[src/cal_pkg.sv]
package cal_pkg;

  localparam int unsigned CHANNEL_BITS_DEF = 8;
  localparam int unsigned PORT_CH_W        = 8;
  localparam int unsigned MASK_W           = 8;
  localparam int unsigned SHORT_W          = 7;
  localparam int unsigned LIMIT_W          = 12;
  localparam int unsigned CFG_IDX_W        = 2;
  localparam int unsigned CFG_DATA_W       = 12;
  localparam int unsigned COUNT_W          = 8;
  localparam int unsigned DIST_W           = COUNT_W + 1;
  localparam int unsigned LEN_W            = 9;
  localparam int unsigned IN_DATA_W        = 32;
  localparam int unsigned OUT_DATA_W       = 16;

  // 0.3 * sqrt(s) < L / 16  <=>  2304 * s < 100 * L^2
  localparam int unsigned DIST_SCALE       = 2304;
  localparam int unsigned DIST_SCALE_W     = 12;
  localparam int unsigned LIMIT_SCALE      = 100;
  localparam int unsigned LIMIT_SQ_W       = 31;

  localparam logic [SHORT_W-1:0] ARM_SHORT_RST  = SHORT_W'(10);
  localparam logic [LIMIT_W-1:0] LIMIT_NEAR_RST = LIMIT_W'(320);
  localparam logic [LIMIT_W-1:0] LIMIT_FAR_RST  = LIMIT_W'(96);

  localparam logic [MASK_W-1:0] MASK_FULL = '1;
  localparam logic [MASK_W-1:0] MASK_NONE = '0;
  localparam logic [LEN_W-1:0]  LEN_MASKED_OUT = '1;

  typedef enum logic [CFG_IDX_W-1:0] {
    REG_ARM_SHORT  = 2'd0,
    REG_LIMIT_NEAR = 2'd1,
    REG_LIMIT_FAR  = 2'd2
  } cfg_reg_e;

  typedef enum logic {
    KIND_CENTER = 1'b0,
    KIND_ARM    = 1'b1
  } pixel_kind_e;

  function automatic logic [LIMIT_SQ_W-1:0] limit_sq(input logic [LIMIT_W-1:0] lim);
    logic [2*LIMIT_W-1:0] sq;
    sq = lim * lim;
    return LIMIT_SQ_W'(sq) * LIMIT_SQ_W'(LIMIT_SCALE);
  endfunction

endpackage

[src/cal_sq_dist.sv]
module cal_sq_dist #(
  parameter int unsigned CHANNEL_BITS = cal_pkg::CHANNEL_BITS_DEF,
  parameter int unsigned OUT_W        = 2 * CHANNEL_BITS + 2 + cal_pkg::DIST_SCALE_W
) (
  input  logic [2:0][CHANNEL_BITS-1:0] a_i,
  input  logic [2:0][CHANNEL_BITS-1:0] b_i,
  output logic [OUT_W-1:0]             scaled_o
);

  localparam int unsigned SQ_W  = 2 * CHANNEL_BITS;
  localparam int unsigned SUM_W = SQ_W + 2;

  logic [2:0][CHANNEL_BITS-1:0] diff;
  logic [2:0][SQ_W-1:0]         sq;
  logic [SUM_W-1:0]             sum;

  always_comb begin
    for (int i = 0; i < 3; i++) begin
      diff[i] = (a_i[i] > b_i[i]) ? (a_i[i] - b_i[i]) : (b_i[i] - a_i[i]);
      sq[i]   = diff[i] * diff[i];
    end
    sum = SUM_W'(sq[0]) + SUM_W'(sq[1]) + SUM_W'(sq[2]);
  end

  // 2304 = 2048 + 256
  assign scaled_o = (OUT_W'(sum) << 11) + (OUT_W'(sum) << 8);

endmodule

[src/cross_arm_length.sv]
// cross_arm_length: one arm of a cross-shaped support region.
// input stream: tuser = kind (0 center, 1 arm pixel), tlast = last pixel of
//   the line in this direction, tdata = red, green, blue, mask byte.
// output stream: tdata[8:0] = signed arm length, -1 for a masked-out center.
// a center opens an arm (or answers -1, or 0 when it is also last); arm
//   pixels follow outward and the length comes out at the first rejected
//   pixel or at the last one. arm pixels with no open arm give no item.
// config: write enable, register index and data; 0 arm_short,
//   1 color_limit_near, 2 color_limit_far. write only while idle.
// timing: one item per cycle while the receiver takes results. an accepted
//   input passes the input register, then the distance squares and the limit
//   compares feeding the result register. arm state updates on the edge that
//   loads the result register so the next pixel sees it with no bubble.
// reset clears config to defaults and closes any arm; no clearing pass.
// a stalled receiver holds the result register; one more item is still
//   taken into the input register, then tready drops until m_axis_tready
//   returns.
module cross_arm_length #(
  parameter int unsigned CHANNEL_BITS = cal_pkg::CHANNEL_BITS_DEF
) (
  input  logic                                 clk_i,
  input  logic                                 rst_ni,
  input  logic                                 cfg_we_i,
  input  logic [cal_pkg::CFG_IDX_W-1:0]        cfg_index_i,
  input  logic [cal_pkg::CFG_DATA_W-1:0]       cfg_data_i,
  input  logic                                 s_axis_tvalid,
  output logic                                 s_axis_tready,
  // red [7:0], green [15:8], blue [23:16], mask_value [31:24]
  input  logic [cal_pkg::IN_DATA_W-1:0]        s_axis_tdata,
  // kind
  input  logic                                 s_axis_tuser,
  input  logic                                 s_axis_tlast,
  output logic                                 m_axis_tvalid,
  input  logic                                 m_axis_tready,
  // arm_length [8:0], zeros [15:9]
  output logic [cal_pkg::OUT_DATA_W-1:0]       m_axis_tdata
);

  localparam int unsigned CB     = CHANNEL_BITS;
  localparam int unsigned EXT_W  = (CB > cal_pkg::PORT_CH_W) ? CB : cal_pkg::PORT_CH_W;
  localparam int unsigned SC_W   = 2 * CB + 2 + cal_pkg::DIST_SCALE_W;
  localparam int unsigned CMP_W  = (SC_W > cal_pkg::LIMIT_SQ_W) ? SC_W : cal_pkg::LIMIT_SQ_W;
  localparam int unsigned PCW    = cal_pkg::PORT_CH_W;
  localparam int unsigned DW     = cal_pkg::DIST_W;
  localparam int unsigned SW     = cal_pkg::SHORT_W;

  // config
  logic [SW-1:0]                      arm_short_q;
  logic [cal_pkg::LIMIT_W-1:0]        lim_near_q, lim_far_q;
  logic [cal_pkg::LIMIT_SQ_W-1:0]     near_sq_q, far_sq_q;

  always_ff @(posedge clk_i or negedge rst_ni) begin
    if (!rst_ni) begin
      arm_short_q <= cal_pkg::ARM_SHORT_RST;
      lim_near_q  <= cal_pkg::LIMIT_NEAR_RST;
      lim_far_q   <= cal_pkg::LIMIT_FAR_RST;
      near_sq_q   <= cal_pkg::limit_sq(cal_pkg::LIMIT_NEAR_RST);
      far_sq_q    <= cal_pkg::limit_sq(cal_pkg::LIMIT_FAR_RST);
    end else begin
      near_sq_q <= cal_pkg::limit_sq(lim_near_q);
      far_sq_q  <= cal_pkg::limit_sq(lim_far_q);
      if (cfg_we_i) begin
        case (cal_pkg::cfg_reg_e'(cfg_index_i))
          cal_pkg::REG_ARM_SHORT:  arm_short_q <= cfg_data_i[SW-1:0];
          cal_pkg::REG_LIMIT_NEAR: lim_near_q  <= cfg_data_i[cal_pkg::LIMIT_W-1:0];
          cal_pkg::REG_LIMIT_FAR:  lim_far_q   <= cfg_data_i[cal_pkg::LIMIT_W-1:0];
          default: ;
        endcase
      end
    end
  end

  // input register
  logic                            advance, s_accept, process;
  logic                            in_valid_q;
  logic                            in_kind_q, in_last_q;
  logic [2:0][CB-1:0]              in_col_q;
  logic [cal_pkg::MASK_W-1:0]      in_mask_q;
  logic [2:0][CB-1:0]              col_d;
  logic [2:0][EXT_W-1:0]           col_ext;

  logic                            out_valid_q;
  logic [cal_pkg::LEN_W-1:0]       out_len_q;

  assign advance       = !out_valid_q || m_axis_tready;
  assign s_axis_tready = !in_valid_q || advance;
  assign s_accept      = s_axis_tvalid && s_axis_tready;
  assign process       = in_valid_q && advance;

  always_comb begin
    for (int i = 0; i < 3; i++) begin
      col_ext[i] = EXT_W'(s_axis_tdata[i*PCW +: PCW]);
      col_d[i]   = col_ext[i][CB-1:0];
    end
  end

  always_ff @(posedge clk_i or negedge rst_ni) begin
    if (!rst_ni) begin
      in_valid_q <= 1'b0;
    end else if (s_accept) begin
      in_valid_q <= 1'b1;
    end else if (advance) begin
      in_valid_q <= 1'b0;
    end
  end

  always_ff @(posedge clk_i) begin
    if (s_accept) begin
      in_kind_q <= s_axis_tuser;
      in_last_q <= s_axis_tlast;
      in_col_q  <= col_d;
      in_mask_q <= s_axis_tdata[3*PCW +: cal_pkg::MASK_W];
    end
  end

  // arm state and tests
  logic [2:0][CB-1:0]              center_q, prev_q;
  logic [cal_pkg::COUNT_W-1:0]     count_q;
  logic                            active_q;
  logic [SC_W-1:0]                 sc_cen, sc_pre;
  logic [DW-1:0]                   arm_dist;
  logic                            near_ok, far_ok, ok;

  cal_sq_dist #(.CHANNEL_BITS(CB), .OUT_W(SC_W)) u_sq_cen (
    .a_i      (in_col_q),
    .b_i      (center_q),
    .scaled_o (sc_cen)
  );

  cal_sq_dist #(.CHANNEL_BITS(CB), .OUT_W(SC_W)) u_sq_pre (
    .a_i      (in_col_q),
    .b_i      (prev_q),
    .scaled_o (sc_pre)
  );

  always_comb begin
    arm_dist = DW'(count_q) + DW'(1);
    near_ok  = (CMP_W'(sc_cen) < CMP_W'(near_sq_q)) && (CMP_W'(sc_pre) < CMP_W'(near_sq_q));
    far_ok   = (arm_dist < DW'(arm_short_q)) || (CMP_W'(sc_cen) < CMP_W'(far_sq_q));
    ok       = (in_mask_q != cal_pkg::MASK_NONE) && (arm_dist < (DW'(arm_short_q) << 1))
               && near_ok && far_ok;
  end

  always_ff @(posedge clk_i or negedge rst_ni) begin
    if (!rst_ni) begin
      center_q    <= '0;
      prev_q      <= '0;
      count_q     <= '0;
      active_q    <= 1'b0;
      out_valid_q <= 1'b0;
      out_len_q   <= '0;
    end else if (advance) begin
      out_valid_q <= 1'b0;
      if (process) begin
        if (in_kind_q == cal_pkg::KIND_CENTER) begin
          count_q  <= '0;
          active_q <= 1'b0;
          if (in_mask_q != cal_pkg::MASK_FULL) begin
            out_valid_q <= 1'b1;
            out_len_q   <= cal_pkg::LEN_MASKED_OUT;
          end else begin
            center_q <= in_col_q;
            prev_q   <= in_col_q;
            if (in_last_q) begin
              out_valid_q <= 1'b1;
              out_len_q   <= '0;
            end else begin
              active_q <= 1'b1;
            end
          end
        end else if (active_q) begin
          if (ok) begin
            count_q <= arm_dist[cal_pkg::COUNT_W-1:0];
            prev_q  <= in_col_q;
          end
          if (!ok || in_last_q) begin
            active_q    <= 1'b0;
            out_valid_q <= 1'b1;
            out_len_q   <= ok ? cal_pkg::LEN_W'(arm_dist[cal_pkg::COUNT_W-1:0])
                              : cal_pkg::LEN_W'(count_q);
          end
        end
      end
    end
  end

  assign m_axis_tvalid = out_valid_q;
  assign m_axis_tdata  = cal_pkg::OUT_DATA_W'(out_len_q);

endmodule
[config.mk]
export PLATFORM = sky130hd
export DESIGN_NAME = cross_arm_length
export DESIGN_NICKNAME = d
export VERILOG_FILES = /design/src/cal_pkg.sv /design/src/cal_sq_dist.sv /design/src/cross_arm_length.sv
export SDC_FILE = /design/constraint.sdc
export NUM_CORES = 2
export LEC_CHECK = 0
export BUFFER_PORTS_ARGS = -buffer_cell sky130_fd_sc_hd__buf_2
export CORE_ASPECT_RATIO = 2
export CORE_UTILIZATION = 45
export CTS_CLUSTER_SIZE = 12
export DETAILED_ROUTE_END_ITERATION = 6
export PLACE_DENSITY = 0.67
export SLEW_MARGIN = 20
export SYNTH_ARGS = -nofsm -noshare
export SYNTH_HDL_FRONTEND = slang
export SYNTH_SLANG_ARGS = --single-unit
[constraint.sdc]
create_clock -name clk_i -period 30.4 [get_ports clk_i]
set_input_delay 4.56 -clock clk_i [delete_from_list [all_inputs] [get_ports clk_i]]
set_output_delay 4.56 -clock clk_i [all_outputs]
set_load 0.05 [all_outputs]
Yosys cells after proc, flatten, opt, wreduce, memory -nomap -nowiden. Cells that the tools add are included.

Magnitude comparators: 11. Bitwise operators: 2. $mul: 10. Equal/unequal tests: 7. Multiplexer cells: 32. Reductions and logical operators: 25. $add $sub $neg: 19.

Operators with widths (count): multiplier 8 x 8 -> 16 bit (6); 2-to-1 mux 24 bit (4); subtractor 8 bit (12); less-than comparator 30 x 31 -> 1 bit (3); 2-to-1 mux 8 bit (10); adder 29 x 26 -> 30 bit (2); multiplier 24 x 5 -> 29 bit (second input constant) (2); > comparator 8 bit (6); multiplier 12 x 12 -> 24 bit (2); 2-to-1 mux 9 bit (5); adder 18 x 16 -> 18 bit (2); adder 16 x 16 -> 17 bit (2); 2-to-1 mux 1 bit (13); AND reduction 5 bit (2); adder 8 x 1 -> 9 bit (second input constant) (1); less-than comparator 9 x 7 -> 1 bit (1); less-than comparator 9 x 8 -> 1 bit (1); != test 8 bit (second input constant) (1); AND reduction 2 bit (4); AND reduction 4 bit (2); nonzero test 8 bit (1); logical AND 1 bit (6); != test 2 x 1 -> 1 bit (second input constant) (3); logical OR 1 bit (4); 8 further kinds (11).

Bits of input ports: 53. Flip-flop bits (word level): 191. Logic and storage cells: 128.

Logic depth before layout (Yosys ltp).
Depth after elaboration: 16. Depth in mapped cells: 64.

By module. From an unflattened synthesis, not the netlist that was laid out.

Cell total of the unflattened synthesis: 4109. Area, all modules: 37664.9 um^2.

By module, submodules not included: cross_arm_length (cells an instance 2188, times used 1, area an instance 21261.6 um^2); cal_sq_dist (u_sq_pre) (cells an instance 958, times used 1, area an instance 8209.1 um^2); cal_sq_dist (u_sq_cen) (cells an instance 963, times used 1, area an instance 8194.1 um^2).

Worst setup path after synthesis. Ideal clock, no wire load.

Path type: reg2reg. From: register in_col_q[0] (netlist bit). To: register prev_q[9] (netlist bit). Buffers on the path: 4. Slack: 16171 ps. Arrival time: 14097 ps. Stages on the path, launching flop included: 59. Data required time: 30268 ps. Library setup time: 132 ps. Path through: edfxtp_1 > inv_1 > ha_1 > inv_1 > fa_1 > a21o_1 > a21o_1 > a221oi_2 > or2_2 > clkbuf_1 > o221ai_1 > o311ai_1 > nand2_1 > xnor2_1 > buf_2 > nand2_1 > fa_1 > fa_1 > [23 not listed] > nand3_1 > nand2_1 > a41o_1 > o41ai_1 > o211ai_1 > o21a_1 > and3_1 > ha_1 > nor2b_1 > a22oi_1 > o311ai_0 > or3_1 > nand4bb_1 > clkbuf_2 > o31ai_4 > nand2_1 > buf_2 > mux2i_1.

Word-level cells in the longest chain between the ends: 12.

RTL lines: start: declaration (line cross_arm_length.sv:77) `logic [2:0][CB-1:0] in_col_q;`; start signal: assignment (line cross_arm_length.sv:111) `in_col_q <= col_d;`; subtractor 8 bit or > comparator 8 bit (tied branches) (line cal_sq_dist.sv:19) `diff[i] = (a_i[i] > b_i[i]) ? (a_i[i] - b_i[i]) : (b_i[i] - a_i[i]);`; 2-to-1 mux 8 bit (line cal_sq_dist.sv:19); multiplier 8 x 8 -> 16 bit (line cal_sq_dist.sv:20) `sq[i] = diff[i] * diff[i];`; adder 16 x 16 -> 17 bit (line cal_sq_dist.sv:22) `sum = SUM_W'(sq[0]) + SUM_W'(sq[1]) + SUM_W'(sq[2]);`; adder 18 x 16 -> 18 bit (line cal_sq_dist.sv:22); adder 29 x 26 -> 30 bit (line cal_sq_dist.sv:26) `assign scaled_o = (OUT_W'(sum) << 11) + (OUT_W'(sum) << 8);`; less-than comparator 30 x 31 -> 1 bit (line cross_arm_length.sv:138) `near_ok = (CMP_W'(sc_cen) < CMP_W'(near_sq_q)) && (CMP_W'(sc_pre) < CMP_W'(near_sq_q));`; logical AND 1 bit (line cross_arm_length.sv:138); logical AND 1 bit (line cross_arm_length.sv:141) `&& near_ok && far_ok;`; logical AND 1 bit * (line cross_arm_length.sv:141); != test 2 x 1 -> 1 bit (no line) *; AND reduction 5 bit (no line) *; end signal: assignment (line cross_arm_length.sv:163) `prev_q <= in_col_q;`; end signal: assignment (line cross_arm_length.sv:174) `prev_q <= in_col_q;`; end: declaration (line cross_arm_length.sv:117) `logic [2:0][CB-1:0] center_q, prev_q;`.

Every way passes the cells marked *; elsewhere a longest branch is shown, timed or not. A chain may end at the register's enable or synchronous reset.

Worst setup path in the final report.
From: register in_col_q[0] (netlist bit). To: register prev_q[15] (netlist bit).

The elaborated chain is that of the path after synthesis.

==> flow_summary.yaml <==
critical_path:
  cp_num_buf_inv: 12
  critPathMaxFanout: 25
  crit_path_end_kind: "register"
  crit_family: "adder cells"
  start_kind: "register"
  critical_path_class: "reg2reg"
  crit_arrival_ns: 16.57
  cpMaxStageDelayCell: "xnor2_1"
  worstPathRequired_ns: 30.79
  max_stage_delay_ns: 0.70
floorplan:
  core-area_mm2: 0.0800
  io_pins: 71
  placementRows: 147
  fp.dieArea_mm2: 0.0819
  start_util_pct: 45.4
  fp.dieW_um: 203
  dieHeight_um: 404
place:
  dp_hpwl_mm: 71.8
  gp_congestion: 0.936
  port-buffer-count: 63
global_route:
  grt_pass1_wl_mm: 138
  overflow: 0
  gr-usage-all-layers_pct: 21.2
  antenna_found_initial: 1
  grt_pass1_vias: 29000
  grt_max_degree: 91
min_path:
  hold_path_class: "reg2reg"
drt:
  drc: 0
  drt_pass1_iterations: 6
  routedWlPerCell_um: 16.5
  drt-initial-drc-count: 812
  ant_nets: 0
  routed_wl_mm: 82.5
  vias: 26700
  via_per_inst: 5.33
final_layout:
  drive_gt1_share_pct: 5.53
  fill_cells: 7609
  nNetsFinal: 5086
  final_cell_mix: "inv_1 (769), ha_1 (653), fa_1 (436)"
  syn_to_final_growth_pct: 5.67
  final_common_cell: "inv_1"
sta:
  max_freq_ghz: 0.0618
  finalMaxSlewViolations: 0
  finalCriticalPeriod_ns: 16.18
  worst_slew_pin_slew_ns: 1.06
  min_period_over_period_pct: 53.2
  fin_setup_tns_ns: 0
  relSlewSlack_pct: 27.3
  setup_viol_count_final: 0
  finalHoldViolCount: 0
  rsz0062_at_grt: "false"
  fin_skew_ns: 0.0218
cts:
  numCtsBuffers: 17
  clock_latency_ns: 0.50
  cts_resized: 0
  cts-root-buf: "clkbuf_16"
  cts_tree: "yes"
  clkTransAtPathRegs_ns: 0.08
  post_cts_buffers: 0
  cts_sinks: 189
  clk_path_buf_depth: 2
  cts-hold-fix-buffers: 0
  cts.htree.levels: 4
synth:
  synth_cell_types: 87
  ys_seq_area_share_pct: 13.5
  syn_area_mm2: 0.0363
  synthArstFlopShare_pct: 82.0
  synth_largest_area_cell: "fa_1"
  synth_ff_type: "dfrtp_1"
  ys_ff_latch: 189
  synth.top_cells.by_area: "fa_1 (24%), ha_1 (22%), dfrtp_1 (9.6%)"
  synth_edf_count: 34
  synth_top_area_share_pct: 24.0
  syn_inst: 3911
  syn-mean-instance-area_um2: 9.29
  yosys_warnings: 0
outcome:
  status: "completed"
flow_run:
  cap_viol_max_count: 0
Yosys cell counts (33+ instances only):
cell,instances
inv_1,769
ha_1,653
fa_1,436
nor2_1,266
nand2_1,175
xnor2_1,171
a21oi_1,164
dfrtp_1,140
o21ai_0,115
and2_1,108
mux2i_1,69
a21o_1,65
xor2_1,62
clkbuf_1,54
mux2_2,50
nand3_1,49
nor3_1,45
nand2b_1,40
edfxtp_1,34
nor2b_1,33
state kept, by name, summed over array words and instances, names as in the netlist, 7 cells and up:
name,count
prev_q,24
near_sq_q,28
arm_short_q,7
lim_near_q,12
lim_far_q,12
out_len_q,9
in_col_q,24
center_q,24
in_mask_q,8
count_q,8
far_sq_q,28
cell type report:
class | instances | area (um^2) | area share, %
antenna | 2 | 5.00 | 0.0130
clock buffer | 18 | 429 | 1.12
clock inverter | 14 | 154 | 0.401
inverter | 769 | 2890 | 7.52
multi-input combinational | 2886 | 28200 | 73.5
sequential | 189 | 4920 | 12.8
tap | 1043 | 1310 | 3.40
timing repair buffer | 81 | 457 | 1.19
cells by family after synthesis:
kind of cell | synth area share, %
muxes | 3.45
xor gates and xnor gates | 5.62
AOI/OAI and AO/OA | 10.5
DFF | 13.5
other | 0.0103
buffers and inverters | 8.81
and+or+nand+nor | 11.6
adders and majority gates | 46.5
per-stage QoR:
step,worst slack [ns],area [um^2],util (%),hold slack (ns),instances
floorplan,16.17,36400,-,0.442,3917
global placement,14.43,37800,47.3,0.489,4968
detailed placement,14.29,37800,47.3,0.495,4968
CTS,14.20,38400,48.0,0.515,5000
global route,13.23,38400,48.0,0.527,5000
finish,14.22,38400,48.0,0.511,5002
final timing paths:
| kind | startpoint | end | slack, ns | depth (start not counted) |
|---|---|---|---|---|
| min | out_len_q[5]$_DFFE_PN0P_ | out_len_q[5]$_DFFE_PN0P_ | 0.51 | 1 |
| max reg2reg | in_col_q[0]$_DFFE_PP_ | prev_q[15]$_DFFE_PN0P_ | 14.22 | 55 |
| max | in_col_q[0]$_DFFE_PP_ | prev_q[15]$_DFFE_PN0P_ | 14.22 | 55 |
| max in group asynchronous | rst_ni | far_sq_q[22]$_DFF_PN0_ | 24.77 | 2 |
| min in group asynchronous | rst_ni | far_sq_q[10]$_DFF_PN0_ | 4.13 | 1 |
| min reg2reg | out_len_q[5]$_DFFE_PN0P_ | out_len_q[5]$_DFFE_PN0P_ | 0.51 | 1 |
routing by layer:
layer  vias to the layer above  GRT usage [%]  routed length (um)  share of wire [%]
li1                      12900              -                   -                  -
met1                     13100           20.7               29300                 35
met5                         -              0                   0                  0
met4                         0           11.5                4510                5.5
met2                       422           42.5               46700                 57
met3                       204           2.17                2000                2.4
Power is left out: the tool's default activity adds up to more than one toggle a clock period on the data nets, which glitch-free logic cannot reach.
